--- config.mk ---
export PLATFORM = sky130hd
export DESIGN_NAME = ctt_cell
export DESIGN_NICKNAME = d
export VERILOG_FILES = /design/src/hw/rtl/ctt_pkg.sv /design/src/hw/rtl/ctt_cell.sv
export SDC_FILE = /design/constraint.sdc
export NUM_CORES = 1
export LEC_CHECK = 0
export ABC_CLOCK_PERIOD_IN_PS = 10300
export BUFFER_PORTS_ARGS = -buffer_cell sky130_fd_sc_hd__buf_2
export CAP_MARGIN = 10
export CORE_AREA = 5 5 176 178
export CTS_BUF_LIST = sky130_fd_sc_hd__clkbuf_4
export CTS_CLUSTER_DIAMETER = 150
export CTS_CLUSTER_SIZE = 40
export DETAILED_ROUTE_END_ITERATION = 8
export DIE_AREA = 0 0 181 183
export PLACE_DENSITY = 0.67
export REMOVE_ABC_BUFFERS = 1
export SYNTH_ARGS = -nofsm -noshare
export SYNTH_HDL_FRONTEND = slang
export SYNTH_SLANG_ARGS = --single-unit
--- constraint.sdc ---
create_clock -name clk -period 10.3 [get_ports clk]
set_input_delay 0.515 -clock clk [delete_from_list [all_inputs] [get_ports clk]]
set_output_delay 0.515 -clock clk [all_outputs]
set_load 0.01 [all_outputs]
--- src/hw/rtl/ctt_pkg.sv ---
`timescale 1ns / 1ps
`default_nettype none
// ----------------------------------------------------------------------------
// ctt_pkg
// Shared types and codes for the coarse timer table.
// ----------------------------------------------------------------------------
package ctt_pkg;

  localparam int ID_W    = 32;
  localparam int DL_W    = 64;
  localparam int IVAL_W  = 32;
  localparam int RES_W   = 16;
  localparam int ACC_W   = 8;
  localparam int CMD_W   = 2;
  localparam int ST_W    = 2;
  localparam int CFG_IDX_W = 1;
  localparam int CFG_DAT_W = 16;
  localparam int FIRE_CAP = 16;
  localparam int FIRE_W   = $clog2(FIRE_CAP);

  localparam logic [CMD_W-1:0] CMD_SET    = 2'd0;
  localparam logic [CMD_W-1:0] CMD_CANCEL = 2'd1;
  localparam logic [CMD_W-1:0] CMD_CLEAR  = 2'd2;
  localparam logic [CMD_W-1:0] CMD_TICK   = 2'd3;

  localparam logic [ST_W-1:0] ST_OK   = 2'd0;
  localparam logic [ST_W-1:0] ST_DUP  = 2'd1;
  localparam logic [ST_W-1:0] ST_FULL = 2'd2;

  localparam logic [CFG_IDX_W-1:0] REG_RES = 1'd0;
  localparam logic [CFG_IDX_W-1:0] REG_ACC = 1'd1;

  localparam logic [RES_W-1:0] RES_RST = 16'd100;
  localparam logic [ACC_W-1:0] ACC_RST = 8'd10;

  localparam logic KIND_STATUS = 1'b0;
  localparam logic KIND_FIRE   = 1'b1;

  typedef enum logic [2:0] {
    OP_HOLD,
    OP_INS,
    OP_SHL,
    OP_PACK,
    OP_CLR,
    OP_CAN
  } cell_op_t;

  typedef struct packed {
    logic            valid;
    logic [ID_W-1:0] id;
    logic [DL_W-1:0] dl;
  } cell_t;

  typedef struct packed {
    logic ins;
    logic hit;
    logic due;
  } cell_flags_t;

endpackage

`default_nettype wire

--- src/hw/rtl/ctt_cell.sv ---
`timescale 1ns / 1ps
`default_nettype none
// ----------------------------------------------------------------------------
// ctt_cell
// One slot of the deadline-sorted timer chain, trading entries with neighbors.
// ----------------------------------------------------------------------------
module ctt_cell (
  input  wire logic                       clk,
  input  wire logic                       rst_n,
  input  wire ctt_pkg::cell_op_t          op,
  input  wire logic [ctt_pkg::ID_W-1:0]   key_id,
  input  wire logic [ctt_pkg::DL_W-1:0]   key_dl,
  input  wire logic [ctt_pkg::DL_W-1:0]   limit,
  input  wire ctt_pkg::cell_t             left_q,
  input  wire logic                       left_ins,
  input  wire ctt_pkg::cell_t             right_q,
  output ctt_pkg::cell_t                  q,
  output ctt_pkg::cell_flags_t            flags
);

  logic                     valid_r;
  logic                     valid_nxt;
  logic [ctt_pkg::ID_W-1:0] id_r;
  logic [ctt_pkg::ID_W-1:0] id_nxt;
  logic [ctt_pkg::DL_W-1:0] dl_r;
  logic [ctt_pkg::DL_W-1:0] dl_nxt;

  assign q.valid = valid_r;
  assign q.id    = id_r;
  assign q.dl    = dl_r;

  assign flags.ins = !valid_r || (dl_r > key_dl);
  assign flags.hit = valid_r && (id_r == key_id);
  assign flags.due = valid_r && (dl_r <= limit);

  always_comb begin
    valid_nxt = valid_r;
    id_nxt    = id_r;
    dl_nxt    = dl_r;
    unique case (op)
      ctt_pkg::OP_INS: begin
        if (left_ins) begin
          valid_nxt = left_q.valid;
          id_nxt    = left_q.id;
          dl_nxt    = left_q.dl;
        end else if (flags.ins) begin
          valid_nxt = 1'b1;
          id_nxt    = key_id;
          dl_nxt    = key_dl;
        end
      end
      ctt_pkg::OP_SHL: begin
        valid_nxt = right_q.valid;
        id_nxt    = right_q.id;
        dl_nxt    = right_q.dl;
      end
      ctt_pkg::OP_PACK: begin
        if (!valid_r && right_q.valid) begin
          valid_nxt = 1'b1;
          id_nxt    = right_q.id;
          dl_nxt    = right_q.dl;
        end else if (valid_r && !left_q.valid) begin
          valid_nxt = 1'b0;
        end
      end
      ctt_pkg::OP_CLR: valid_nxt = 1'b0;
      ctt_pkg::OP_CAN: begin
        if (flags.hit) begin
          valid_nxt = 1'b0;
        end
      end
      default: ;
    endcase
  end

  always_ff @(posedge clk) begin
    if (!rst_n) begin
      valid_r <= 1'b0;
    end else begin
      valid_r <= valid_nxt;
    end
  end

  always_ff @(posedge clk) begin
    id_r <= id_nxt;
    dl_r <= dl_nxt;
  end

endmodule

`default_nettype wire

==> results.md <==
* # clock sinks at 97
* Die width at 181 um
* Crit-path max cell delay at 0.73 ns
* CTS tree: yes
* Setup CP Type: flip-flop to flip-flop
* FP Rows at 63
* DRT antenna net count at 0
* Vias in the first global route at 8584
* I/O Pins at 460
* Critical path's top delay family: compound AO/OA/AOI/OAI gates
* Switch Pwr at 375 uW
* Hold slack at 0.282 ns
* Largest family of logic cells by synthesized area: adder cells
* Hold path start: rst_n
* CTS resizes at 0
* Grt total ovfl at 0
* Die Ht at 183 um
* Critical Path Source Type: flip-flop
* Worst slew pin tran at 0.883 ns
* Final TNS setup at 0 ns
* Cts bufs inserted at 9
* Post-Synth Adder-Cell Area at 18.6%
* Fmax achieved at 265 MHz
* Max-cap violation count at 0
* Status: completed
* Crit path buf inv count at 1
* Commonest non-fill, non-tap cell in the layout: buf_2
* DP HPWL at 26.7 mm
* DRT Wirelength at 31.2 mm
* Setup bufs post-CTS at 0
* Synthesized area per cell at 9.19 um^2
* DRC at 0
* WL/cell at 17.6 um
* Initial Util at 29.4%
* Largest net degree at the start of global routing at 103
* Power Internal at 720 uW
* H-tree levels at 3
* FF+latch count, synth at 97
* Latest clock arrival within the worst-skew pair at 0.48 ns
* Most frequent cells in the layout: buf_2 (458), inv_1 (134), ha_1 (128)
* Netlist cell types at 46
* Yosys warns at 0
* Placer Congestion at 0.924
* First-pass GRT wire length at 46.7 mm
* Xor/xnor share of the synthesized area at 3.26%
* Initial antenna violation count at 1
* Drt first pass iters at 6
* I/O Buffers at 459
* Synth Area in Compound Gates at 14.7%
* Setup violators final at 0
* P&R area growth vs syn at 33.1%
* Register clock-pin slew on the reported worst setup and hold paths at 0.18 ns
* Mux cell area share after synthesis at 11.4%
* Die Area at 33100 um^2
* Initial DRC count at 307
* Crit-path max FO at 60
* Post-synthesis simple-gate area fraction at 10.7%
* Clock power share at 21.3%
* Clk buf depth at 2
* Worst VDD drop at 0.0516 mV
* Root buf cell: clkbuf_4
* Fin nets at 1864
* Syn Std Cell Area at 8600 um^2
* Slowest cell on the critical path: buf_4
* Synth Instances at 936
* CP arrival at 3.90 ns
* Crit path cell chain: ha_1 > nand4_1 > nor4_1 > a22o_1 > o41ai_1 > a21oi_1 > nor3_1 > nor2_1 > o21a_4 > buf_4
* Slew HR at 41.1%
* Crit path from: dl_r[29]
* Fin crit share at 36.7%
* Pwr/cell area at 95.7 nW/um^2
* Comb power frac at 32.7%
* GRT Resource Usage Total at 17.6%
* R2r startpoint: dl_r[29]
* CTS Hold Bufs at 0
* DR vias at 8444
* Leakage at 6.02 nW
* Vias per std cell at 4.77
* Tot Pwr at 1.10 mW
* Share of layout cells above drive strength 1 at 35.3%
* Critical path data required time at 10.42 ns
* Core region area at 29200 um^2
* Final Hold Fails at 0
* Critical Path Sink Type: flip-flop
* Seq/Total Area, Yosys at 33.8%
* Tightest Hold Check Type: input pin to flip-flop
* Seq pwr share at 46.0%
* RSZ-0062 raised after global routing: false
* Slew Limit Fails at 0
* Sw Share at 34.3%
* Minimum clock period at 3.78 ns
* Final Skew at 0.0309 ns
==> worst register-to-register path, stage by stage (launching register included) <==
cell and delay, ns:
edfxtp_1 0.48, ha_1 0.33, nand4_1 0.14, nor4_1 0.44, a22o_1 0.20, o41ai_1 0.08
a21oi_1 0.16, nor3_1 0.07, nor2_1 0.18, o21a_4 0.51, buf_4 0.74
==> worst paths after layout <==
path	depth (start not counted)	end	slack, ns
hold reg to reg	2	valid_r	0.67
setup / recovery	10	dl_r[59]	6.52
setup reg to reg	10	dl_r[59]	6.52
hold / removal	3	valid_r	0.28
==> cells by family (layout without fill, tap and decap cells) <==
group	after synthesis	in the layout
compound gates	213	213
simple gates	200	200
buf+inv	168	613
fa+ha+maj	128	128
mux	98	98
flops	97	97
xor+xnor	32	32
other cells	0	1
==> cells in the mapped netlist, drive strengths merged <==
library cell  instances  share of area (%)
a211o                 1               0.10
a21o                 33                2.9
o221ai                2               0.28
a21boi                2               0.17
o41ai                 2               0.20
a211oi                5               0.44
clkbuf               16               0.70
edfxtp               96                 34
mux2i                98                 11
nand3                14               0.81
a31oi                 1              0.073
nor4                  9               0.80
nand2               113                4.9
and4                  2               0.20
nor3                  4               0.23
o21ai               113                6.6
inv                 134                5.8
o2111ai               1               0.10
ha                  128                 19
or3                   2               0.15
dfxtp                 1               0.23
xnor2                 3               0.31
or2                   1              0.073
nand4                26                1.9
nor2                 18               0.79
a21oi                40                2.3
a221oi                1               0.10
o21bai                1              0.087
buf                  18                1.0
o21a                  3               0.26
nor2b                 7               0.51
and3                  1              0.073
o311a                 1               0.12
or4                   1              0.087
o211ai                3               0.26
nand2b                2               0.15
xor2                 29                3.0
a22o                  1               0.10
a2111oi               2               0.49
o32ai                 1               0.10
==> per-layer routing <==
metal | track usage (%) | vias up | share of wire (%) | wire [um]
li1 | - | 4217 | - | -
met1 | 22.1 | 3892 | 43 | 13500
met2 | 31.5 | 310 | 50 | 15500
met3 | 3.75 | 25 | 6.0 | 1860
met4 | 3.72 | 0 | 1.4 | 430
met5 | 0 | - | 0 | 0
==> flip-flops by register name, summed over array words and instances (netlist names) <==
signal	count
dl_r	64
id_r	32
valid_r	1
==> power groups by stage <==
stage	Clock (mW)	Sequential [mW]	Combinational (mW)
after CTS	0.246	0.504	0.362
after global routing	0.259	0.508	0.403
after floorplan	0	0.521	0.174
after global placement	0	0.513	0.351
after detailed placement	0	0.513	0.361
final	0.233	0.504	0.358
==> area by class of cell <==
| type | count | area, um^2 |
|---|---|---|
| repair buffers | 463 | 2330 |
| diodes | 1 | 2.50 |
| well taps | 390 | 488 |
| clock buffers | 9 | 67.6 |
| fillers | 3047 | 17800 |
| clock inverters | 7 | 85.1 |
| flip-flops and latches | 97 | 2900 |
| inverters | 134 | 503 |
| multi-input cells | 671 | 5060 |
==> through the flow <==
| step | setup slack (ns) | area (um^2) | std cells | util, % |
|---|---|---|---|---|
| 4_1_cts | 6.37 | 11400 | 1771 | 39.1 |
| 6_report | 6.52 | 11400 | 1772 | 39.1 |
| 2_1_floorplan | 3.47 | 8450 | 902 | - |
| 3_3_place_gp | 6.35 | 11300 | 1755 | 38.6 |
| 3_5_place_dp | 6.23 | 11300 | 1755 | 38.6 |
| 5_1_grt | 6.20 | 11400 | 1772 | 39.1 |
Power figures use the tool's default switching activity.
