<file path="src/hw/rtl/ctt_pkg.sv">
`timescale 1ns / 1ps
`default_nettype none
// ----------------------------------------------------------------------------
// ctt_pkg
// Shared types and codes for the coarse timer table.
// ----------------------------------------------------------------------------
package ctt_pkg;

  localparam int ID_W    = 32;
  localparam int DL_W    = 64;
  localparam int IVAL_W  = 32;
  localparam int RES_W   = 16;
  localparam int ACC_W   = 8;
  localparam int CMD_W   = 2;
  localparam int ST_W    = 2;
  localparam int CFG_IDX_W = 1;
  localparam int CFG_DAT_W = 16;
  localparam int FIRE_CAP = 16;
  localparam int FIRE_W   = $clog2(FIRE_CAP);

  localparam logic [CMD_W-1:0] CMD_SET    = 2'd0;
  localparam logic [CMD_W-1:0] CMD_CANCEL = 2'd1;
  localparam logic [CMD_W-1:0] CMD_CLEAR  = 2'd2;
  localparam logic [CMD_W-1:0] CMD_TICK   = 2'd3;

  localparam logic [ST_W-1:0] ST_OK   = 2'd0;
  localparam logic [ST_W-1:0] ST_DUP  = 2'd1;
  localparam logic [ST_W-1:0] ST_FULL = 2'd2;

  localparam logic [CFG_IDX_W-1:0] REG_RES = 1'd0;
  localparam logic [CFG_IDX_W-1:0] REG_ACC = 1'd1;

  localparam logic [RES_W-1:0] RES_RST = 16'd100;
  localparam logic [ACC_W-1:0] ACC_RST = 8'd10;

  localparam logic KIND_STATUS = 1'b0;
  localparam logic KIND_FIRE   = 1'b1;

  typedef enum logic [2:0] {
    OP_HOLD,
    OP_INS,
    OP_SHL,
    OP_PACK,
    OP_CLR,
    OP_CAN
  } cell_op_t;

  typedef struct packed {
    logic            valid;
    logic [ID_W-1:0] id;
    logic [DL_W-1:0] dl;
  } cell_t;

  typedef struct packed {
    logic ins;
    logic hit;
    logic due;
  } cell_flags_t;

endpackage

`default_nettype wire

</file>
<file path="src/hw/rtl/ctt_rem.sv">
`timescale 1ns / 1ps
`default_nettype none
// ----------------------------------------------------------------------------
// ctt_rem
// Bit-serial restoring remainder of an interval by the resolution.
// ----------------------------------------------------------------------------
module ctt_rem (
  input  wire logic                         clk,
  input  wire logic                         rst_n,
  input  wire logic                         start,
  input  wire logic [ctt_pkg::IVAL_W-1:0]   dividend,
  input  wire logic [ctt_pkg::RES_W-1:0]    divisor,
  output logic                              done,
  output logic [ctt_pkg::RES_W-1:0]         rem
);

  localparam int CW = $clog2(ctt_pkg::IVAL_W);

  logic                          busy_r;
  logic                          done_r;
  logic [CW-1:0]                 cnt_r;
  logic [ctt_pkg::IVAL_W-1:0]    sh_r;
  logic [ctt_pkg::RES_W-1:0]     rem_r;
  logic [ctt_pkg::RES_W:0]       trial;
  logic [ctt_pkg::RES_W:0]       dvs;
  logic [ctt_pkg::RES_W-1:0]     rem_nxt;

  assign trial = {rem_r, sh_r[ctt_pkg::IVAL_W-1]};
  assign dvs   = {1'b0, divisor};
  assign rem_nxt = (trial >= dvs) ? ctt_pkg::RES_W'(trial - dvs)
                                  : ctt_pkg::RES_W'(trial);
  assign done = done_r;
  assign rem  = rem_r;

  always_ff @(posedge clk) begin
    if (!rst_n) begin
      busy_r <= 1'b0;
      done_r <= 1'b0;
      cnt_r  <= '0;
    end else begin
      done_r <= 1'b0;
      if (start) begin
        busy_r <= 1'b1;
        cnt_r  <= '0;
      end else if (busy_r) begin
        cnt_r <= cnt_r + 1'b1;
        if (cnt_r == CW'(ctt_pkg::IVAL_W - 1)) begin
          busy_r <= 1'b0;
          done_r <= 1'b1;
        end
      end
    end
  end

  always_ff @(posedge clk) begin
    if (start) begin
      sh_r  <= dividend;
      rem_r <= '0;
    end else if (busy_r) begin
      sh_r  <= {sh_r[ctt_pkg::IVAL_W-2:0], 1'b0};
      rem_r <= rem_nxt;
    end
  end

endmodule

`default_nettype wire

</file>
<file path="config.mk">
export PLATFORM = sky130hd
export DESIGN_NAME = ctt_rem
export DESIGN_NICKNAME = d
export VERILOG_FILES = /design/src/hw/rtl/ctt_pkg.sv /design/src/hw/rtl/ctt_rem.sv
export SDC_FILE = /design/constraint.sdc
export NUM_CORES = 1
export LEC_CHECK = 0
export BUFFER_PORTS_ARGS = -buffer_cell sky130_fd_sc_hd__clkbuf_2
export CAP_MARGIN = 10
export CORE_MARGIN = 3
export CORE_UTILIZATION = 52
export CTS_BUF_LIST = sky130_fd_sc_hd__clkbuf_8
export CTS_CLUSTER_DIAMETER = 200
export DETAILED_ROUTE_END_ITERATION = 12
export PLACE_DENSITY_LB_ADDON = 0.1
export SYNTH_ARGS = -nofsm -noshare
export SYNTH_HDL_FRONTEND = slang
export SYNTH_SLANG_ARGS = --single-unit
</file>
<file path="constraint.sdc">
create_clock -name clk -period 2.1 [get_ports clk]
set_input_delay 0.21 -clock clk [delete_from_list [all_inputs] [get_ports clk]]
set_output_delay 0.21 -clock clk [all_outputs]
set_load 0.01 [all_outputs]
</file>
==> results of run 1 <==
==> worst max-delay path: stages, from the launching register on <==
cell and delay [ps]:
edfxtp_1 440, inv_2 100, ha_4 150, inv_2 40
fa_2 390, a21o_1 210, a21oi_2 160, o221a_2 260
xnor2_2 150, o21ai_4 90, a311oi_2 250
==> Yosys cell counts (all sizes together) (3+ instances only) <==
library cell   n
a211oi         4
a21o           8
a21oi         15
a311oi        10
and2           3
and3           3
buf           12
clkbuf         8
dfxtp         23
edfxtp        32
ha            18
inv           22
mux2          32
mux2i          3
nand2         19
nand2b         3
nand3         15
nand4          7
nor2          24
nor3           5
o211ai         3
o21a           3
o21ai         17
or3            5
xnor2          9
xor2           4
==> state kept, by name, indices dropped and copies added, names as in the netlist <==
signal / flops
busy_r: 1
cnt_r: 5
rem: 16
sh_r: 32
done: 1
==> metal layers <==
metal / track usage (%) / vias up / routed length, um
met4: 13.7 / 0 / 527
met3: 5.39 / 51 / 762
li1: - / 1536 / -
met2: 43.6 / 178 / 5540
met1: 33.9 / 1615 / 4280
met5: 0 / - / 0
==> layout make-up <==
class                   count  area (um2)  area share [%]
inverters                  22        82.6            1.59
multi-input cells         237        2310            44.5
flip-flops and latches     55        1440            27.9
repair buffers            161        1160            22.3
well taps                  75        93.8            1.81
clock inverters             3        26.3           0.507
clock buffers               5        68.8            1.33
==> power by group <==
part | leakage [nW] | internal, W | total [W] | switching (W)
logic | 1.66 | 0.000505 | 0.00101 | 0.000502
clock network | 0.0510 | 0.000250 | 0.000664 | 0.000414
registers | 0.516 | 0.00125 | 0.00129 | 0.0000433
total | 2.23 | 0.00200 | 0.00296 | 0.000959
==> repair_timing <==
| item | 4_1_cts | 5_1_grt |
|---|---|---|
| endpoints found under the setup margin | 15 | 16 |
| endpoints found under the hold margin | 0 | 0 |
| buffers inserted | 18 | 8 |
| gates cloned | 2 | 0 |
| pin swaps | 32 | 29 |
| gates resized for setup | 60 | 43 |
==> worst paths after layout <==
| check | from | endpoint | slack [ps] |
|---|---|---|---|
| worst max-delay path | sh_r[31] | rem[8] | -230 |
| worst min-delay path | rst_n | busy_r | 130 |
| worst max register to register | sh_r[31] | rem[8] | -230 |
| worst min register to register | cnt_r[4] | cnt_r[4] | 520 |
==> kinds of logic (layout without fill, tap and decap cells) <==
group	after synthesis	in the layout	share of synthesized area (%)
and+or+nand+nor	88	88	13.1
AOI/OAI and AO/OA	80	82	17.4
DFF	55	55	41.7
buffers and inverters	42	191	5.84
muxes	35	35	11.5
adders and majority gates	19	19	7.20
xor gates and xnor gates	13	13	3.34
==> layout by cell type, fill, tap and decap left out, types with 4 or more instances in the layout <==
master / count
a21o_1: 6
a21oi_1: 8
a21oi_4: 4
a311oi_1: 5
a311oi_2: 5
buf_4: 71
buf_6: 19
clkbuf_2: 67
clkbuf_8: 5
dfxtp_1: 11
dfxtp_2: 9
edfxtp_1: 32
ha_1: 5
ha_4: 13
inv_1: 20
mux2_2: 31
nand2_1: 16
nand3_1: 9
nand3_2: 5
nand4_1: 6
nor2_1: 24
nor3_1: 4
o21ai_0: 7
o21ai_2: 6
o21ai_4: 4
or3_1: 4
xnor2_1: 7
xor2_1: 4
==> metrics by stage <==
stage | TNS [ps] | power (W) | utilization (%) | setup WS, ps | cells
final | -1640 | 0.00296 | 84.5 | -225 | 558
after floorplan | -1.98 | 0.00174 | - | -1.98 | 332
after global placement | -668 | 0.00204 | 70.7 | -207 | 523
after global routing | -2660 | 0.00308 | 84.5 | -292 | 558
after detailed placement | -1200 | 0.00205 | 70.7 | -230 | 523
after CTS | -1020 | 0.00281 | 79.8 | -137 | 551
==> impl_results.md, run 1 <==
* Result of the run: finished with violations
* Failing checks: setup timing
* Worst setup SP type: flip-flop
* Synth warn at 0
* Post-route ant nets at 0
* TritonRoute pass-1 iters at 5
* I/O pin cnt at 68
* Worst VDD drop at 0.000588 V
* Rows at 28
* Num CTS Buffers at 5
* Setup Skew at 10.8 ps
* Post-route minimum period at 2330 ps
* Leak pwr at 2.23 nW
* Top post-synthesis cells by area: edfxtp_1 28%, dfxtp_1 14%, mux2_2 11%, ha_1 6.6%, nor2_1 2.6%
* Pin count of the biggest net entering global routing at 33
* Synthesized flop and latch total at 55
* Die Height at 86.9 um
* Design area at 5180 um2
* Final Max Slew Viols at 0
* DP Area at 4330 um2
* Kind of critical path: reg -> reg
* First DRT Iteration DRCs at 295
* Hold path cells at 2
* Normalized max-slew margin at 60.6%
* Hold_buf cts at 0
* Crit path DAT at 2570 ps
* Fill cell count at 345
* Port bufs at 67
* Worst Slack Setup Final at -225 ps
* Crit end category: flip-flop
* Synthesized Nets at 402
* Clk root buf: clkbuf_8
* Drt wl/cell at 19.9 um
* Worst hold path type: in -> reg
* Mapped Area at 3410 um2
* Peak Freq at 430 MHz
* Synth top area share at 28.2%
* Setup-failing EPs final at 15
* Share of cells above drive strength 1 at 58.8%
* Clk buf depth at 2
* Area grow syn2layout at 52.0%
* CTS H-Tree Depth at 2
* Final period utilization at 111%
* Cells after synthesis at 332
* Vias post-DR at 3380
* CTS clk-pin slew, worst paths at 120 ps
* Synthesized area per cell at 10.3 um2
* PwrDens at 572 nW/um2
* Vias in the first global route at 3264
* CTS sink cnt at 55
* CTS tree: done
* Clock Latency Late Sink at 330 ps
* Area leader, netlist: edfxtp_1
* Die Footprint at 7560 um2
* Final Hold Viols at 0
* Max Cap Viol at 0
* Dpl hpwl at 6.62 mm
* WHS at 132 ps
* Final net count at 552
* Post-synth EDFFs at 32
* Core area at 6130 um2
* Critical path required time at 2340 ps
* Total gr overflow at 0
* Main synth FF type: edfxtp_1
* Ant diodes at 0
* Initial Utilization at 55.6%
* Share of the yosys chip area belonging to registers at 41.7%
* Worst-margin pin slew at 589 ps
* Post-synthesis cell type count at 55
* # DRC at 0
* GPL Wtd Cong at 0.924
* GRT Util Overall at 26.9%
* FFs w/ async S/R, synth at 0%
* Vias per Instance at 6.06
* Worst Reg2Reg Path Length in Cells at 10
* Overall die width at 86.9 um
* Unrepaired setup endpoints after global routing: true
* First-pass GRT wire length at 15.7 mm
* Drt total wl at 11.1 mm
* Initial antenna violation count at 0
* Worst Path Max Fanout at 3
Note: power is estimated with default switching activity, not from simulation.
==> inputs of run 2 (changes only) <==
Settings changed: CELL_PAD_IN_SITES_DETAIL_PLACEMENT set to 1, CELL_PAD_IN_SITES_GLOBAL_PLACEMENT set to 1, CORE_UTILIZATION 52 to 40.
==> impl_results.md, run 2 (same netlist as run 1, synthesis figures left out) <==
* Crit end category: flip-flop
* Share of cells above drive strength 1 at 57.2%
* Clock Latency Late Sink at 310 ps
* CTS H-Tree Depth at 2
* CTS sink cnt at 55
* Final period utilization at 111%
* Area grow syn2layout at 50.2%
* Final Hold Viols at 0
* Initial antenna violation count at 0
* Worst setup SP type: flip-flop
* Hold_buf cts at 0
* PnR Total Power at 0.00301 W
* Clk buf depth at 2
* Rows at 33
* Clock network power share at 23.7%
* Max reg flops at 32
* First-pass GRT wire length at 17.3 mm
* Final net count at 548
* Worst hold path type: in -> reg
* Overall die width at 98.3 um
* Int Power at 0.00211 W
* Setup Skew at 7.78 ps
* Core area at 8260 um2
* I/O pin cnt at 68
* PwrDens at 589 nW/um2
* Leak pwr at 2.20 nW
* Setup-failing EPs final at 16
* Commonest non-fill, non-tap cells in the layout: 73 x buf_4, 67 x clkbuf_2, 32 x edfxtp_1
* Result of the run: finished with violations
* Worst Slack Setup Final at -239 ps
* Die Footprint at 9660 um2
* WHS Endpoint: busy_r
* Ant diodes at 0
* Post-route ant nets at 0
* Worst VDD drop at 0.000309 V
* Initial Utilization at 41.3%
* Hold Crit Start: rst_n
* Final Max Slew Viols at 0
* Worst Reg2Reg Path Length in Cells at 9
* Clk root buf: clkbuf_8
* Drt wl/cell at 20.1 um
* Worst Path Max Fanout at 4
* Normalized max-slew margin at 50.4%
* FF-to-FF End: rem[8]
* Kind of critical path: reg -> reg
* Num CTS Buffers at 5
* Reg2reg setup slack at -240 ps
* DP Area at 4350 um2
* # DRC at 0
* CTS clk-pin slew, worst paths at 100 ps
* TritonRoute pass-1 iters at 4
* Dpl hpwl at 7.66 mm
* Peak Freq at 428 MHz
* Critical path required time at 2320 ps
* Net switching fraction of the power at 30.0%
* Comb pwr share at 33.5%
* Port bufs at 67
* GRT Util Overall at 22.4%
* Post-route minimum period at 2340 ps
* Worst-margin pin slew at 736 ps
* Vias post-DR at 3302
* Fill cell count at 899
* Pin count of the biggest net entering global routing at 24
* Psw at 0.000904 W
* Vias per Instance at 5.65
* Die Height at 98.3 um
* Final TNS setup at -2570 ps
* Crit path DAT at 2560 ps
* Hold path cells at 2
* First DRT Iteration DRCs at 162
* WHS at 143 ps
* Failing checks: setup timing
* Unrepaired setup endpoints after global routing: true
* Total gr overflow at 0
* Max Cap Viol at 0
* Critical R2R Launch: rem[6]
* Largest reg by FF count: sh_r
* Design area at 5120 um2
* Vias in the first global route at 3448
* Drt total wl at 11.8 mm
* Most common cell after layout, fill and taps aside: buf_4
* Register share of total power at 42.8%
* CTS tree: done
* GPL Wtd Cong at 0.829
## run 2: changes by cell type in the layout (fill, tap and decap cells not counted), moves of 3 or more
cell | previous run | this run
buf_6 | 19 | 14
nand3_1 | 9 | 14
nand3_2 | 5 | 1
o21ai_1 | 0 | 3
o21ai_4 | 4 | 0
## run 2: how the worst max path moves through the flow
| stage | slack, ps | from | to |
|---|---|---|---|
| 2_1_floorplan | -2 | rem[6] | rem[2] |
| 3_3_place_gp | -230 | sh_r[31] | rem[8] |
| 3_5_place_dp | -280 | sh_r[31] | rem[8] |
| 4_1_cts | -160 | sh_r[31] | rem[12] |
| 5_1_grt | -280 | rem[6] | rem[8] |
| 6_report | -240 | rem[6] | rem[8] |
## run 2: timing repair
| item | CTS | global route |
|---|---|---|
| setup buffers | 15 | 6 |
| gates cloned | 3 | 0 |
| gates resized for setup | 50 | 39 |
| pin swaps | 24 | 32 |
| setup endpoints to repair | 16 | 16 |
## run 2: worst max-delay path, stage by stage (launching register included)
cell and delay (ps):
dfxtp_4 380, ha_4 280, nand4_1 170, or3_4 450, a21oi_4 250, a211o_4 180, buf_12 120, buf_6 100
o21ai_1 70, a311oi_1 250
## run 2: layer usage
metal	GRT usage [%]	vias to the layer above	part of all wire (%)
li1	-	1533	-
met1	28.6	1632	43
met2	38.0	103	50
met3	3.43	34	3.9
met4	8.93	0	3.4
met5	0	-	0
## run 2: area by class of cell
class                   instances  area (um2)  area share [%]
clock buffers                   5        68.8            1.35
clock inverters                 3        42.5           0.831
inverters                      22        82.6            1.61
multi-input cells             238        2270            44.3
flip-flops and latches         55        1440            28.2
well taps                     105         131            2.57
repair buffers                156        1080            21.1
## run 2: power groups by stage
stage               Sequential (W)  Clock [W]  Combinational, W
global placement           0.00130          0          0.000741
floorplan                  0.00131          0          0.000430
detailed placement         0.00131          0          0.000764
CTS                        0.00129   0.000728          0.000891
global route               0.00130   0.000775           0.00108
finish                     0.00129   0.000715           0.00101
## run 2: per-stage QoR
stage	setup WS (ps)	instances	util, %
3_5_place_dp	-280	553	52.6
5_1_grt	-283	584	62.0
4_1_cts	-164	578	59.1
2_1_floorplan	-1.98	332	-
6_report	-239	584	62.0
3_3_place_gp	-233	553	52.6
==> inputs of run 3 (changes only) <==
Settings changed: CELL_PAD_IN_SITES_DETAIL_PLACEMENT 1 to not set, CELL_PAD_IN_SITES_GLOBAL_PLACEMENT 1 to not set, PLACE_DENSITY_LB_ADDON 0.1 to not set.
==> impl_results.md, run 3 (same netlist as run 1, synthesis figures left out) <==
* Result of the run: finished with violations
* Failing checks: setup timing
* Worst Path Max Fanout at 5
* Vias in the first global route at 3001
* Initial Utilization at 41.3%
* Normalized max-slew margin at 72.0%
* Hold path cells at 2
* Die Footprint at 9660 um2
* First-pass GRT wire length at 15.0 mm
* Max reg flops at 32
* Overall die width at 98.3 um
* Rows at 33
* Crit path DAT at 2440 ps
* Vias per Instance at 5.34
* Met3 WL at 409 um
* CTS clk-pin slew, worst paths at 110 ps
* Peak Freq at 450 MHz
* GPL Wtd Cong at 0.914
* Critical path required time at 2320 ps
* Dpl hpwl at 6.76 mm
* Port bufs at 67
* GRT Util Overall at 19.1%
* Pin count of the biggest net entering global routing at 33
* Area grow syn2layout at 43.4%
* Crit end category: flip-flop
* Post-route minimum period at 2220 ps
* TritonRoute pass-1 iters at 4
* Worst Slack Setup Final at -123 ps
* Final Hold Viols at 0
* Clk root buf: clkbuf_8
* Largest reg by FF count: sh_r
* Die Height at 98.3 um
* Kind of critical path: reg -> reg
* Routed wl met2 at 4.65 mm
* Leak pwr at 2.11 nW
* Final TNS setup at -1100 ps
* PwrDens at 570 nW/um2
* Routed length on met1 at 4.34 mm
* Core area at 8260 um2
* Setup-failing EPs final at 14
* Drt total wl at 9.60 mm
* Post-route ant nets at 0
* Ant diodes at 0
* Slowest-stage cell, CP: dfxtp_4
* Setup Skew at 5.01 ps
* Top Metal Used: met4
* I/O pin cnt at 68
* Largest stage delay, worst path at 380 ps
* Worst hold path type: in -> reg
* CP Cell Sequence: ha_4, and2_4, nand4_4, nor3_4, o2111a_2, buf_4, o41ai_1, a31o_2
* CTS sink cnt at 55
* Unrepaired setup endpoints after global routing: true
* Clock Latency Late Sink at 320 ps
* Max Cap Viol at 0
* CTS H-Tree Depth at 2
* # DRC at 0
* Worst setup SP type: flip-flop
* Worst-margin pin slew at 421 ps
* Worst VDD drop at 0.000268 V
* DP Area at 4310 um2
* Initial antenna violation count at 0
* Final Max Slew Viols at 0
* Final period utilization at 106%
* Most common cell after layout, fill and taps aside: buf_4
* Hold_buf cts at 0
* Num CTS Buffers at 5
* Vias post-DR at 3076
* WHS at 122 ps
* Design area at 4890 um2
* Commonest non-fill, non-tap cells in the layout: 73 x buf_4, 67 x clkbuf_2, 32 x mux2_2, 32 x edfxtp_1, 24 x nor2_1
* Clk buf depth at 2
* CTS tree: done
* Worst Reg2Reg Path Length in Cells at 8
* Share of cells above drive strength 1 at 53.3%
* Drt wl/cell at 16.7 um
* Final net count at 540
* Total gr overflow at 0
* First DRT Iteration DRCs at 137
==> run 3: critical path, delay by kind of cell (launching register included) <==
family,cells,cell delay (ps)
buffers and inverters,1,150
AO/OA/AOI/OAI,3,650
flip-flops,1,380
AND/OR/NAND/NOR,3,680
adder cells (fa/ha/maj),1,260
==> run 3: per-stage QoR <==
stage | power (W) | utilization, % | cells | setup slack [ps]
finish | 0.00279 | 59.2 | 576 | -123
global route | 0.00293 | 59.2 | 576 | -275
CTS | 0.00273 | 56.1 | 561 | -75.2
detailed placement | 0.00203 | 52.2 | 548 | -162
global placement | 0.00202 | 52.2 | 548 | -156
floorplan | 0.00174 | - | 332 | -1.98
==> run 3: final cells by class <==
class | count | area (um2)
well taps | 105 | 131
repair buffers | 150 | 1010
clock inverters | 3 | 22.5
inverters | 22 | 82.6
fillers | 740 | 3370
clock buffers | 5 | 68.8
flip-flops and latches | 55 | 1440
multi-input cells | 236 | 2130
==> run 3: worst paths after layout <==
kind                  from  endpoint  slack, ps
setup / recovery   rem[10]    rem[9]       -120
hold / removal       rst_n    busy_r        120
setup reg to reg   rem[10]    rem[9]       -120
hold reg to reg   cnt_r[4]  cnt_r[4]        540
==> run 3: timing repair <==
item	4_1_cts	5_1_grt
cloned	1	0
setup endpoints to repair	16	16
buffers inserted	4	17
resized for setup	26	32
pin swaps	10	27
==> run 3: where the power goes <==
group | internal (W) | leakage [nW] | total, W | switching, W
Sequential | 0.00125 | 0.515 | 0.00128 | 0.0000380
Combinational | 0.000443 | 1.54 | 0.000865 | 0.000422
Clock | 0.000243 | 0.0489 | 0.000636 | 0.000393
==> run 3: routing by layer <==
layer	track usage, %	vias to the layer above
met1	26.3	1471
li1	-	1508
met2	31.0	77
met3	3.36	20
met4	5.25	0
met5	0	-
